$ cat src/rtl/dnls_pkg.sv
// Shared codes and types for the day/night light switch.
package dnls_pkg;

   // Width of the reported average level.
   localparam int unsigned AVG_OUT_W = 16;

   // Configuration register indexes.
   localparam int unsigned CSR_IDX_W = 3;
   localparam int unsigned CSR_DATA_W = 16;
   localparam logic [CSR_IDX_W-1:0] CSR_DECISION_MODE  = 3'd0;
   localparam logic [CSR_IDX_W-1:0] CSR_CUTOFF_LEVEL   = 3'd1;
   localparam logic [CSR_IDX_W-1:0] CSR_LED_DUTY       = 3'd2;
   localparam logic [CSR_IDX_W-1:0] CSR_STABLE_TICKS   = 3'd3;
   localparam logic [CSR_IDX_W-1:0] CSR_FLIP_TICKS     = 3'd4;
   localparam logic [CSR_IDX_W-1:0] CSR_START_INVERTED = 3'd5;

   typedef enum logic [1:0] {
      MODE_SDK_FLAG      = 2'd0,
      MODE_ZERO_NIGHT    = 2'd1,
      MODE_NONZERO_NIGHT = 2'd2,
      MODE_AUTO          = 2'd3
   } mode_type;

   // Result transition codes.
   localparam logic [1:0] TRANS_NONE     = 2'd0;
   localparam logic [1:0] TRANS_TO_DAY   = 2'd1;
   localparam logic [1:0] TRANS_TO_NIGHT = 2'd2;

   // Present IR mode codes (others mean "other").
   localparam logic [1:0] IR_DAY   = 2'd0;
   localparam logic [1:0] IR_NIGHT = 2'd1;

   // Manual override codes (others mean automatic).
   localparam logic [1:0] OVR_FORCE_DAY   = 2'd1;
   localparam logic [1:0] OVR_FORCE_NIGHT = 2'd2;

   // Processor flag codes (others mean unavailable).
   localparam logic [1:0] SDK_DAY   = 2'd0;
   localparam logic [1:0] SDK_NIGHT = 2'd1;

endpackage

$ cat src/rtl/day_night_light_switch_core.sv
// Day/night light switch: input register, per-tick decision logic, result register.
//
// Usage:
//  - Request channel (req_*): one transfer per control tick, carrying the ISP
//    read status, the present IR mode, the manual override, the averaged light
//    sample and the processor day/night flag.
//  - Response channel (rsp_*): exactly one transfer per request, in order:
//    transition code, LED duty, polarity-flip flag, average level, raw wish.
//  - CSR port: plain write port (csr_wr_en, csr_index, csr_wdata). Write only
//    while no tick is in flight. Writing start_inverted also loads the learned
//    polarity.
//  - Order: a request is captured in the input register, then moves on to the
//    result register, where rsp_valid rises and the response is offered.
//    Throughput: one tick per cycle while no response is stalled; the debounce
//    and average state is a single register set updated as the tick leaves the
//    input register, so consecutive ticks see each other's updates.
//  - Stall: when rsp_stall holds a valid response, the tick in the input
//    register waits and req_stall rises only once that register is occupied;
//    a stalled response holds its payload.
//  - Reset (synchronous, active high): CSRs go to their defaults, the average
//    is marked empty, polarity, debounce and disagreement counts clear, and
//    both pipeline registers drain.
module day_night_light_switch_core #(
   parameter int LEVEL_BITS      = 16,
   parameter int FRACTION_BITS   = 8,
   parameter int HYSTERESIS_BAND = 100
) (
   input  logic                              clock,
   input  logic                              reset,
   // request channel
   input  logic                              req_valid,
   output logic                              req_stall,
   input  logic                              req_isp_read_ok,
   input  logic [1:0]                        req_current_ir_mode,
   input  logic [1:0]                        req_manual_override,
   input  logic [LEVEL_BITS-1:0]             req_adc_mean,
   input  logic [1:0]                        req_sdk_flag,
   // response channel
   output logic                              rsp_valid,
   input  logic                              rsp_stall,
   output logic [1:0]                        rsp_transition,
   output logic [7:0]                        rsp_led_drive,
   output logic                              rsp_polarity_flipped,
   output logic [dnls_pkg::AVG_OUT_W-1:0]    rsp_average_level,
   output logic                              rsp_night_wish,
   // configuration
   input  logic                              csr_wr_en,
   input  logic [dnls_pkg::CSR_IDX_W-1:0]    csr_index,
   input  logic [dnls_pkg::CSR_DATA_W-1:0]   csr_wdata
);
   import dnls_pkg::*;

   localparam int ACC_W   = LEVEL_BITS + FRACTION_BITS;
   localparam int CMP_W   = (LEVEL_BITS > 17) ? LEVEL_BITS : 17;
   localparam int PAD_W   = (LEVEL_BITS > AVG_OUT_W) ? LEVEL_BITS : AVG_OUT_W;
   localparam logic [CMP_W-1:0] BAND = CMP_W'(HYSTERESIS_BAND);

   // ---------------- configuration registers ----------------
   mode_type          decision_mode_ff;
   logic [15:0]       cutoff_level_ff;
   logic [7:0]        led_duty_ff;
   logic [3:0]        stable_ticks_ff;
   logic [7:0]        flip_ticks_ff;

   always_ff @(posedge clock) begin
      if (reset) begin
         decision_mode_ff <= MODE_AUTO;
         cutoff_level_ff  <= 16'd500;
         led_duty_ff      <= 8'd100;
         stable_ticks_ff  <= 4'd3;
         flip_ticks_ff    <= 8'd5;
      end else if (csr_wr_en) begin
         unique case (csr_index)
            CSR_DECISION_MODE: decision_mode_ff <= mode_type'(csr_wdata[1:0]);
            CSR_CUTOFF_LEVEL:  cutoff_level_ff  <= csr_wdata;
            CSR_LED_DUTY:      led_duty_ff      <= csr_wdata[7:0];
            CSR_STABLE_TICKS:  stable_ticks_ff  <= csr_wdata[3:0];
            CSR_FLIP_TICKS:    flip_ticks_ff    <= csr_wdata[7:0];
            default: ;  // start_inverted lives in the polarity register
         endcase
      end
   end

   // ---------------- input register ----------------
   logic                  s1_valid_ff;
   logic                  s1_ok_ff;
   logic [1:0]            s1_cur_ff;
   logic [1:0]            s1_ovr_ff;
   logic [LEVEL_BITS-1:0] s1_adc_ff;
   logic [1:0]            s1_sdk_ff;

   logic out_free;   // result register can take a new tick this cycle
   logic advance;    // tick moves from input register to result register
   logic req_take;

   assign out_free  = !rsp_valid || !rsp_stall;
   assign advance   = s1_valid_ff && out_free;
   assign req_stall = s1_valid_ff && !out_free;
   assign req_take  = req_valid && !req_stall;

   always_ff @(posedge clock) begin
      if (reset) begin
         s1_valid_ff <= 1'b0;
      end else if (req_take) begin
         s1_valid_ff <= 1'b1;
      end else if (advance) begin
         s1_valid_ff <= 1'b0;
      end
   end

   always_ff @(posedge clock) begin
      if (req_take) begin
         s1_ok_ff  <= req_isp_read_ok;
         s1_cur_ff <= req_current_ir_mode;
         s1_ovr_ff <= req_manual_override;
         s1_adc_ff <= req_adc_mean;
         s1_sdk_ff <= req_sdk_flag;
      end
   end

   // ---------------- tick state ----------------
   logic [ACC_W-1:0]  acc_ff, acc_in;
   logic              acc_valid_ff, acc_valid_in;
   logic              polarity_ff, polarity_in;
   logic signed [4:0] count_ff, count_in;
   logic [7:0]        disagree_ff, disagree_in;

   // Average level, round half up, wrapped to LEVEL_BITS.
   function automatic logic [LEVEL_BITS-1:0] round_acc(input logic [ACC_W-1:0] acc);
      logic [ACC_W:0] sum;
      sum = {1'b0, acc} + ((ACC_W+1)'(1) << (FRACTION_BITS - 1));
      return sum[ACC_W-1:FRACTION_BITS];
   endfunction

   // Hysteresis band bounds.
   logic [CMP_W-1:0] cutoff_c, band_low, band_high;
   assign cutoff_c  = CMP_W'(cutoff_level_ff);
   assign band_low  = (cutoff_c > BAND) ? (cutoff_c - BAND) : '0;
   assign band_high = cutoff_c + BAND;

   function automatic logic auto_wish(input logic [LEVEL_BITS-1:0] avg,
                                      input logic [1:0] cur,
                                      input logic inv,
                                      input logic [CMP_W-1:0] lo,
                                      input logic [CMP_W-1:0] hi);
      logic [CMP_W-1:0] a;
      logic dark, light, res;
      a     = CMP_W'(avg);
      dark  = inv ? (a > hi) : (a < lo);
      light = inv ? (a < lo) : (a > hi);
      if (cur == IR_NIGHT) begin
         res = !light;
      end else if (cur == IR_DAY) begin
         res = dark;
      end else begin
         res = 1'b0;
      end
      return res;
   endfunction

   // EMA update: acc = 3 * (s << (F-2)) + ((acc + 2) >> 2); first sample seeds.
   logic [ACC_W-1:0] acc_base, sample_term;
   logic [ACC_W:0]   three_term, quarter_term, acc_sum;
   logic [ACC_W-1:0] acc_upd;
   logic [LEVEL_BITS-1:0] avg_upd;

   assign acc_base     = acc_valid_ff ? acc_ff : (ACC_W'(s1_adc_ff) << FRACTION_BITS);
   assign sample_term  = ACC_W'(s1_adc_ff) << (FRACTION_BITS - 2);
   assign three_term   = ({1'b0, sample_term} << 1) + {1'b0, sample_term};
   assign quarter_term = ({1'b0, acc_base} + (ACC_W+1)'(2)) >> 2;
   assign acc_sum      = three_term + quarter_term;
   assign acc_upd      = acc_sum[ACC_W-1:0];  // bounded by max sample << F
   assign avg_upd      = round_acc(acc_upd);

   // Debounce threshold, zero treated as one.
   logic signed [4:0] need;
   assign need = (stable_ticks_ff == 4'd0) ? 5'sd1 : $signed({1'b0, stable_ticks_ff});

   logic [1:0]            trans;
   logic                  flipped;
   logic                  wish;
   logic [LEVEL_BITS-1:0] avg_lvl;
   logic                  force_night;
   logic [8:0]            disagree_inc;
   logic signed [4:0]     count_step;

   assign disagree_inc = {1'b0, disagree_ff} + 9'd1;
   assign force_night  = (s1_ovr_ff == OVR_FORCE_NIGHT);

   always_comb begin
      acc_in       = acc_ff;
      acc_valid_in = acc_valid_ff;
      polarity_in  = polarity_ff;
      count_in     = count_ff;
      disagree_in  = disagree_ff;
      trans        = TRANS_NONE;
      flipped      = 1'b0;
      wish         = 1'b0;
      avg_lvl      = '0;
      count_step   = count_ff;

      if (!s1_ok_ff) begin
         // skipped tick: all-zero result, state untouched
      end else if (s1_ovr_ff == OVR_FORCE_DAY || s1_ovr_ff == OVR_FORCE_NIGHT) begin
         wish = force_night;
         if (s1_cur_ff != (force_night ? IR_NIGHT : IR_DAY)) begin
            trans = force_night ? TRANS_TO_NIGHT : TRANS_TO_DAY;
         end
         count_in = '0;
         if (decision_mode_ff == MODE_AUTO) begin
            avg_lvl = round_acc(acc_ff);
         end
      end else begin
         unique case (decision_mode_ff)
            MODE_SDK_FLAG:      wish = (s1_sdk_ff == SDK_NIGHT);
            MODE_ZERO_NIGHT:    wish = (s1_adc_ff == '0);
            MODE_NONZERO_NIGHT: wish = (s1_adc_ff != '0);
            MODE_AUTO: begin
               acc_in       = acc_upd;
               acc_valid_in = 1'b1;
               avg_lvl      = avg_upd;
               wish = auto_wish(avg_upd, s1_cur_ff, polarity_ff, band_low, band_high);
               if (s1_sdk_ff == SDK_DAY || s1_sdk_ff == SDK_NIGHT) begin
                  if (wish == (s1_sdk_ff == SDK_NIGHT)) begin
                     disagree_in = '0;
                  end else if (disagree_inc >= {1'b0, flip_ticks_ff}) begin
                     // polarity learned wrong: flip and decide again on same average
                     polarity_in = !polarity_ff;
                     disagree_in = '0;
                     flipped     = 1'b1;
                     wish = auto_wish(avg_upd, s1_cur_ff, !polarity_ff,
                                      band_low, band_high);
                  end else begin
                     disagree_in = disagree_inc[7:0];
                  end
               end
            end
            default: ;
         endcase

         // saturating up/down debounce
         if (wish) begin
            if (count_ff < need) count_step = count_ff + 5'sd1;
         end else begin
            if (count_ff > -need) count_step = count_ff - 5'sd1;
         end
         count_in = count_step;
         if (count_step == need && s1_cur_ff != IR_NIGHT) begin
            trans    = TRANS_TO_NIGHT;
            count_in = '0;
         end else if (count_step == -need && s1_cur_ff != IR_DAY) begin
            trans    = TRANS_TO_DAY;
            count_in = '0;
         end
      end
   end

   always_ff @(posedge clock) begin
      if (reset) begin
         acc_ff       <= '0;
         acc_valid_ff <= 1'b0;
         polarity_ff  <= 1'b0;
         count_ff     <= '0;
         disagree_ff  <= '0;
      end else if (advance) begin
         acc_ff       <= acc_in;
         acc_valid_ff <= acc_valid_in;
         polarity_ff  <= polarity_in;
         count_ff     <= count_in;
         disagree_ff  <= disagree_in;
      end else if (csr_wr_en && csr_index == CSR_START_INVERTED) begin
         polarity_ff <= csr_wdata[0];
      end
   end

   // ---------------- result register ----------------
   logic [PAD_W-1:0] avg_pad;
   assign avg_pad = PAD_W'(avg_lvl);

   logic                 rsp_valid_ff;
   logic [1:0]           rsp_trans_ff;
   logic [7:0]           rsp_led_ff;
   logic                 rsp_flip_ff;
   logic [AVG_OUT_W-1:0] rsp_avg_ff;
   logic                 rsp_wish_ff;

   always_ff @(posedge clock) begin
      if (reset) begin
         rsp_valid_ff <= 1'b0;
      end else if (out_free) begin
         rsp_valid_ff <= s1_valid_ff;
      end
   end

   always_ff @(posedge clock) begin
      if (advance) begin
         rsp_trans_ff <= trans;
         rsp_led_ff   <= (trans == TRANS_TO_NIGHT) ? led_duty_ff : 8'd0;
         rsp_flip_ff  <= flipped;
         rsp_avg_ff   <= avg_pad[AVG_OUT_W-1:0];
         rsp_wish_ff  <= wish;
      end
   end

   assign rsp_valid            = rsp_valid_ff;
   assign rsp_transition       = rsp_trans_ff;
   assign rsp_led_drive        = rsp_led_ff;
   assign rsp_polarity_flipped = rsp_flip_ff;
   assign rsp_average_level    = rsp_avg_ff;
   assign rsp_night_wish       = rsp_wish_ff;

endmodule

$ cat config.mk
export PLATFORM = sky130hd
export DESIGN_NAME = day_night_light_switch_core
export DESIGN_NICKNAME = d
export VERILOG_FILES = /design/src/rtl/dnls_pkg.sv /design/src/rtl/day_night_light_switch_core.sv
export SDC_FILE = /design/constraint.sdc
export NUM_CORES = 1
export LEC_CHECK = 0
export ABC_AREA = 1
export BUFFER_PORTS_ARGS = -buffer_cell sky130_fd_sc_hd__buf_2
export CAP_MARGIN = 20
export CORE_AREA = 2 2 135 137
export CTS_BUF_LIST = sky130_fd_sc_hd__clkbuf_8
export DETAILED_ROUTE_END_ITERATION = 7
export DIE_AREA = 0 0 137 139
export PLACE_DENSITY = 0.78
export SYNTH_ARGS = -nofsm -noshare
export SYNTH_HDL_FRONTEND = slang
export SYNTH_SLANG_ARGS = --single-unit
$ cat constraint.sdc
create_clock -name clock -period 7.7 [get_ports clock]
set_input_delay 1.54 -clock clock [delete_from_list [all_inputs] [get_ports clock]]
set_output_delay 1.54 -clock clock [all_outputs]
set_load 0.05 [all_outputs]
# Yosys cells after proc, flatten, opt, wreduce, memory -nomap -nowiden
# Index checks and enable logic that the tools add are counted.
# W data, S select, Z words.
# classes
addsub	11
order_cmp	6
n_eq_ne	24
mux	50
bitwise	4
n_reduce_logical	36
# ops
cell	count
$add A24 B8 Y24 const B	2
$mux W16	3
$mux W5	8
$mux W1	28
$add A24 B2 Y25 const B	1
$add A23 B22 Y24	1
$add A24 B23 Y24	1
$mux W24	1
$add A16 B7 Y17 const B	1
$gt A16 B17 Y1	1
$lt A16 B17 Y1	1
$mux W17	1
$sub A16 B7 Y17 const B	1
$gt A16 B7 Y1 const B	1
$logic_not A16 Y1	1
$mux W8	2
$reduce_bool A16 Y1	1
$reduce_and A2 Y1	6
$eq A5 B5 Y1	2
$mux W2	5
$add A8 B1 Y9 const B	1
$ge A9 B8 Y1	1
$eq A2 B1 Y1 const B	4
$eq A2 B2 Y1 const B	4
26 further kinds	53
# totals
register_bits	130
output_inout_bits	30

# Longest topological paths before layout
# depth
ltp_word	27
ltp_mapped	59

# Worst setup path after synthesis
# OpenSTA, ideal clock, no wires.
# synth_timing
path_type	reg2reg
from	register acc_valid_ff
to	register rsp_led_ff[0] (netlist: rsp_led_drive[0]), data pin
setup_ps	263
t_arrival_ps	7215
t_required_ps	7437
setup_slack_ps	222
path_stages_with_launch	58
path_buffers	1
period_less_slack_ps	7478
cell_sequence	dfxtp_1 buf_2 nand2_1 nor3_1 nand2_1 nor2_1 inv_1 nor2_1 inv_1 nor2_1 nand2_1 nor2_1 nand2_1 nor2_1 nand2_1 nor2_1 inv_1 nor3_1 (+22 left out) nand3_1 nand3_2 nand2_1 nand2_1 nand2_2 nand3_2 nand2_2 nand2_4 nand2_4 nand2_1 nand2_1 nand2_1 nand2_1 nor2_1 nand3_2 nor2_4 o21ai_4 nor2_2
# synth_between
elab_chain_len	27
# synth_rtl
item	line_no	rtl
from (decl)	day_night_light_switch_core.sv:123	logic acc_valid_ff, acc_valid_in;
from (signal assigned)	day_night_light_switch_core.sv:267	acc_valid_ff <= acc_valid_in;
$mux W24 *	day_night_light_switch_core.sv:167	assign acc_base = acc_valid_ff ? acc_ff : (ACC_W'(s1_adc_ff) << FRACTION_BITS);
$add A24 B2 Y25 *	day_night_light_switch_core.sv:170	assign quarter_term = ({1'b0, acc_base} + (ACC_W+1)'(2)) >> 2;
$add A24 B23 Y24 *	day_night_light_switch_core.sv:171	assign acc_sum = three_term + quarter_term;
$add A24 B8 Y24 *	day_night_light_switch_core.sv:131	sum = {1'b0, acc} + ((ACC_W+1)'(1) << (FRACTION_BITS - 1));
$lt A16 B17 Y1 or $gt A16 B17 Y1 (tied branches)	day_night_light_switch_core.sv:149, day_night_light_switch_core.sv:150	
$mux W1	day_night_light_switch_core.sv:149, day_night_light_switch_core.sv:150	
$mux W1 or $logic_not A1 Y1 (tied branches)	day_night_light_switch_core.sv:153, day_night_light_switch_core.sv:152	
$mux W1	day_night_light_switch_core.sv:151	if (cur == IR_NIGHT) begin
(+11 left out)	--	
$mux W5 *	day_night_light_switch_core.sv:202	if (!s1_ok_ff) begin
$eq A5 B5 Y1	day_night_light_switch_core.sv:251	end else if (count_step == -need && s1_cur_ff != IR_DAY) begin
$logic_and A1 B1 Y1	day_night_light_switch_core.sv:251	
$mux W1	day_night_light_switch_core.sv:251	
$mux W2 *	day_night_light_switch_core.sv:248	if (count_step == need && s1_cur_ff != IR_NIGHT) begin
$mux W2 *	day_night_light_switch_core.sv:204	end else if (s1_ovr_ff == OVR_FORCE_DAY || s1_ovr_ff == OVR_FORCE_NIGHT) begin
$mux W2 *	day_night_light_switch_core.sv:202	
$eq A2 B2 Y1 *	day_night_light_switch_core.sv:298	rsp_led_ff <= (trans == TRANS_TO_NIGHT) ? led_duty_ff : 8'd0;
to (signal assigned)	day_night_light_switch_core.sv:298	
to (decl)	day_night_light_switch_core.sv:282	logic [7:0] rsp_led_ff;
# Mark *: on every way between the ends. The rest lies on a longest branch, timed or not. The select of a mux whose other input is x is not followed.
# A chain may end at the register's enable or synchronous reset.

# Worst setup path in the final report
# layout_timing
from	register acc_valid_ff
to	register rsp_led_ff[7] (netlist: rsp_led_drive[7]), data pin
# The elaborated chain is that of the path after synthesis.

==> reports/qor.csv <==
metric;value;unit
most common cell after layout, fill and taps aside;nand2_1;
Worst Skew;0.0180;ns
internal power;1420;uW
Psw;1070;uW
CTS Buf Count;17;
Final nets;1639;
largest net degree at the start of global routing;46;
Yosys reg bits;129;
maximum VDD drop;0.000130;V
Core ar.;17700;um2
worst stage delay on the critical path;0.60;ns
Comb pwr share;45.7;%
drt first pass iters;6;
final instance area;11600;um2
clock latency on the worst-skew pair;0.47;ns
vias in the first global route;8528;
final hold vios;0;
Final period util;102;%
Tot GR Track Use;26.3;%
H-tree depth reported by CTS;4;
CTS clk-pin slew, worst paths;0.10;ns
Longest Clk Path Bufs;2;
status;complete, but fails checks;
WP buf/inv;7;
Slew @ Worst Pin;0.922;ns
first-pass GRT wire length;40.2;mm
Final Slew Violations;0;
Diodes inserted;0;
failing checks;setup timing;
Area Overhead vs Synth;18.1;%
DRT Wirelength;25.6;mm
GRT Max-Usage Layer;met2;
Post-DP Area;10700;um2
fmax;127;MHz
Initial Utilization;55.6;%
max_slew headroom;38.4;%
fraction of layout cells with a size suffix above 1;18.7;%
Worst Path Arrival;8.19;ns
most frequent CP cell;nand2_2;
unrepaired setup endpoints after global routing;true;
hpwl dp;19.1;mm
Switching Fraction;43.0;%
I/O Buffers;76;
Final min period;7.86;ns
Die Y-Extent;139;um
cell area after synthesis;9820;um2
final worst setup slack;-0.161;ns
total global routing overflow;0;
clk root buf;clkbuf_8;
Critical-path top delay cell;fa_1;
CTS tree;yes;
Leak;0.00549;uW
Critical Path End Type;register;
sequential power share;30.9;%
crit path kind;register to register;
clk sink count;129;
Layout Utilization;65.7;%
power per cell area;215;nW/um2
Vias/cell;5.32;
commonest cells after routing, fill and taps aside;nand2_1 (274), inv_1 (237), nor2_1 (102), o21ai_0 (93), a21oi_1 (87);
Setup WS pre-CTS;-0.146;ns
# setup viols final;15;
post-synthesis cell type count;45;
GR Layer Usage met1;36.2;%
crit start category;register;
Final GP Congestion;0.945;
GR Util met3;4.50;%
sequential element share of the synthesized area;31.5;%
DRC violation count after routing;0;
row count;49;
Gate Count Post-Synth;1375;
remaining antenna violation count after routing;0;
max cap viols;0;
syn_nets;1517;
Clock power frac;23.4;%
die area;19000;um2
Crit Path Max Fanout;9;
worst hold-check path type;register to register;
CP delay by family, top;simple AND/OR/NAND/NOR gates;
Worst EP required;8.03;ns
num ports;77;
drt first-iter violations;672;
Die X;137;um
Syn Area/Cell;7.14;um2
initial antenna violation count;0;
met2 Use GR;42.0;%
vias;9247;
WL per Instance;14.7;um
Ys Warns;0;
total power draw;2500;uW
-- area by class of cell --
cell class	count	area (um2)
flip-flops and latches	129	3100
clock inverters	15	164
inverters	247	927
clock buffers	17	234
well taps	229	287
fillers	1498	6060
repair buffers	133	832
multi-input cells	969	6050
-- through the flow --
| stage | TNS, ns | instances | hold slack [ns] |
|---|---|---|---|
| detailed placement | -1.68 | 1695 | 0.458 |
| CTS | 0 | 1728 | 0.474 |
| floorplan | 0 | 1375 | 0.435 |
| finish | -1.59 | 1739 | 0.473 |
| global route | -9.70 | 1739 | 0.498 |
| global placement | 0 | 1695 | 0.454 |
-- state kept, by name (all words and copies together) (netlist names), 4 cells and up --
| name | flops |
|---|---|
| acc_ff | 23 |
| cutoff_level_ff | 16 |
| rsp_average_level | 16 |
| s1_adc_ff | 16 |
| disagree_ff | 8 |
| flip_ticks_ff | 8 |
| led_duty_ff | 8 |
| rsp_led_drive | 8 |
| count_ff | 5 |
| stable_ticks_ff | 4 |
-- power groups by stage --
| stage | Sequential (uW) | Clock, uW | Combinational (uW) |
|---|---|---|---|
| 6_report | 773 | 585 | 1140 |
| 5_1_grt | 777 | 628 | 1280 |
| 4_1_cts | 773 | 596 | 1010 |
| 3_5_place_dp | 788 | 0 | 1000 |
| 3_3_place_gp | 787 | 0 | 982 |
| 2_1_floorplan | 814 | 0 | 699 |
-- synth_stat cells, drive strengths merged --
cell	instances	area share, %
nand2	310	12
inv	243	9.3
nor2	130	5.5
o21ai	96	5.0
a21oi	95	4.8
nand3	88	4.9
ha	79	10
dfxtp	78	16
edfxtp	51	16
xor2	49	4.4
clkbuf	26	0.99
nand4	23	1.5
o211ai	19	1.5
fa	16	3.3
nor3	16	0.87
xnor2	12	1.1
a211oi	6	0.46
o21a	6	0.46
buf	4	0.18
clkinv	4	0.15
a31oi	3	0.19
o21bai	3	0.23
or2	3	0.19
a21o	2	0.15
nand3b	2	0.15
nor3b	2	0.15
nor4	2	0.13
o221ai	2	0.18
and2	1	0.064
o211a	1	0.10
o22ai	1	0.064
o41ai	1	0.089
or3	1	0.064
-- cells by family (layout without fill, tap and decap cells) --
kind of cell               count (synthesis)  after routing  share of synthesized area [%]
xor gates and xnor gates                  61             61                           5.44
DFF                                      129            129                           31.5
buffers and inverters                    277            412                           10.6
and+or+nand+nor                          578            578                           25.9
AOI/OAI and AO/OA                        235            235                           13.2
adders and majority gates                 95             95                           13.3
-- routing by layer --
layer,vias to the layer above,routed length [um]
met1,4201,11800
met5,-,0
met2,316,11700
met3,48,1490
li1,4682,-
met4,0,620
-- final timing paths --
path | endpoint | slack (ns) | start | cells past startpoint
setup reg to reg | rsp_led_drive[7]$_SDFFCE_PP0P_ | -0.16 | acc_valid_ff$_SDFFE_PP0P_ | 57
setup / recovery | rsp_led_drive[7]$_SDFFCE_PP0P_ | -0.16 | acc_valid_ff$_SDFFE_PP0P_ | 57
hold reg to reg | flip_ticks_ff[3]$_SDFFE_PP0P_ | 0.47 | flip_ticks_ff[3]$_SDFFE_PP0P_ | 2
hold / removal | flip_ticks_ff[3]$_SDFFE_PP0P_ | 0.47 | flip_ticks_ff[3]$_SDFFE_PP0P_ | 2
-- worst register-to-register path, delay by kind of cell, from the launching register on --
| family | cells | cell delay [ns] |
|---|---|---|
| XOR/XNOR | 3 | 0.59 |
| buffers and inverters | 7 | 0.82 |
| adder cells (fa/ha/maj) | 3 | 1.13 |
| AO/OA/AOI/OAI | 3 | 0.32 |
| flip-flops | 1 | 0.38 |
| AND/OR/NAND/NOR | 41 | 4.49 |
-- timing repair --
item | CTS | global route
pin swaps | 1 | 40
resized for setup | 3 | 86
hold buffers | 0 | 0
setup buffers | 1 | 12
endpoints found under the setup margin | 15 | 25
(Power assumes the default switching activity.)
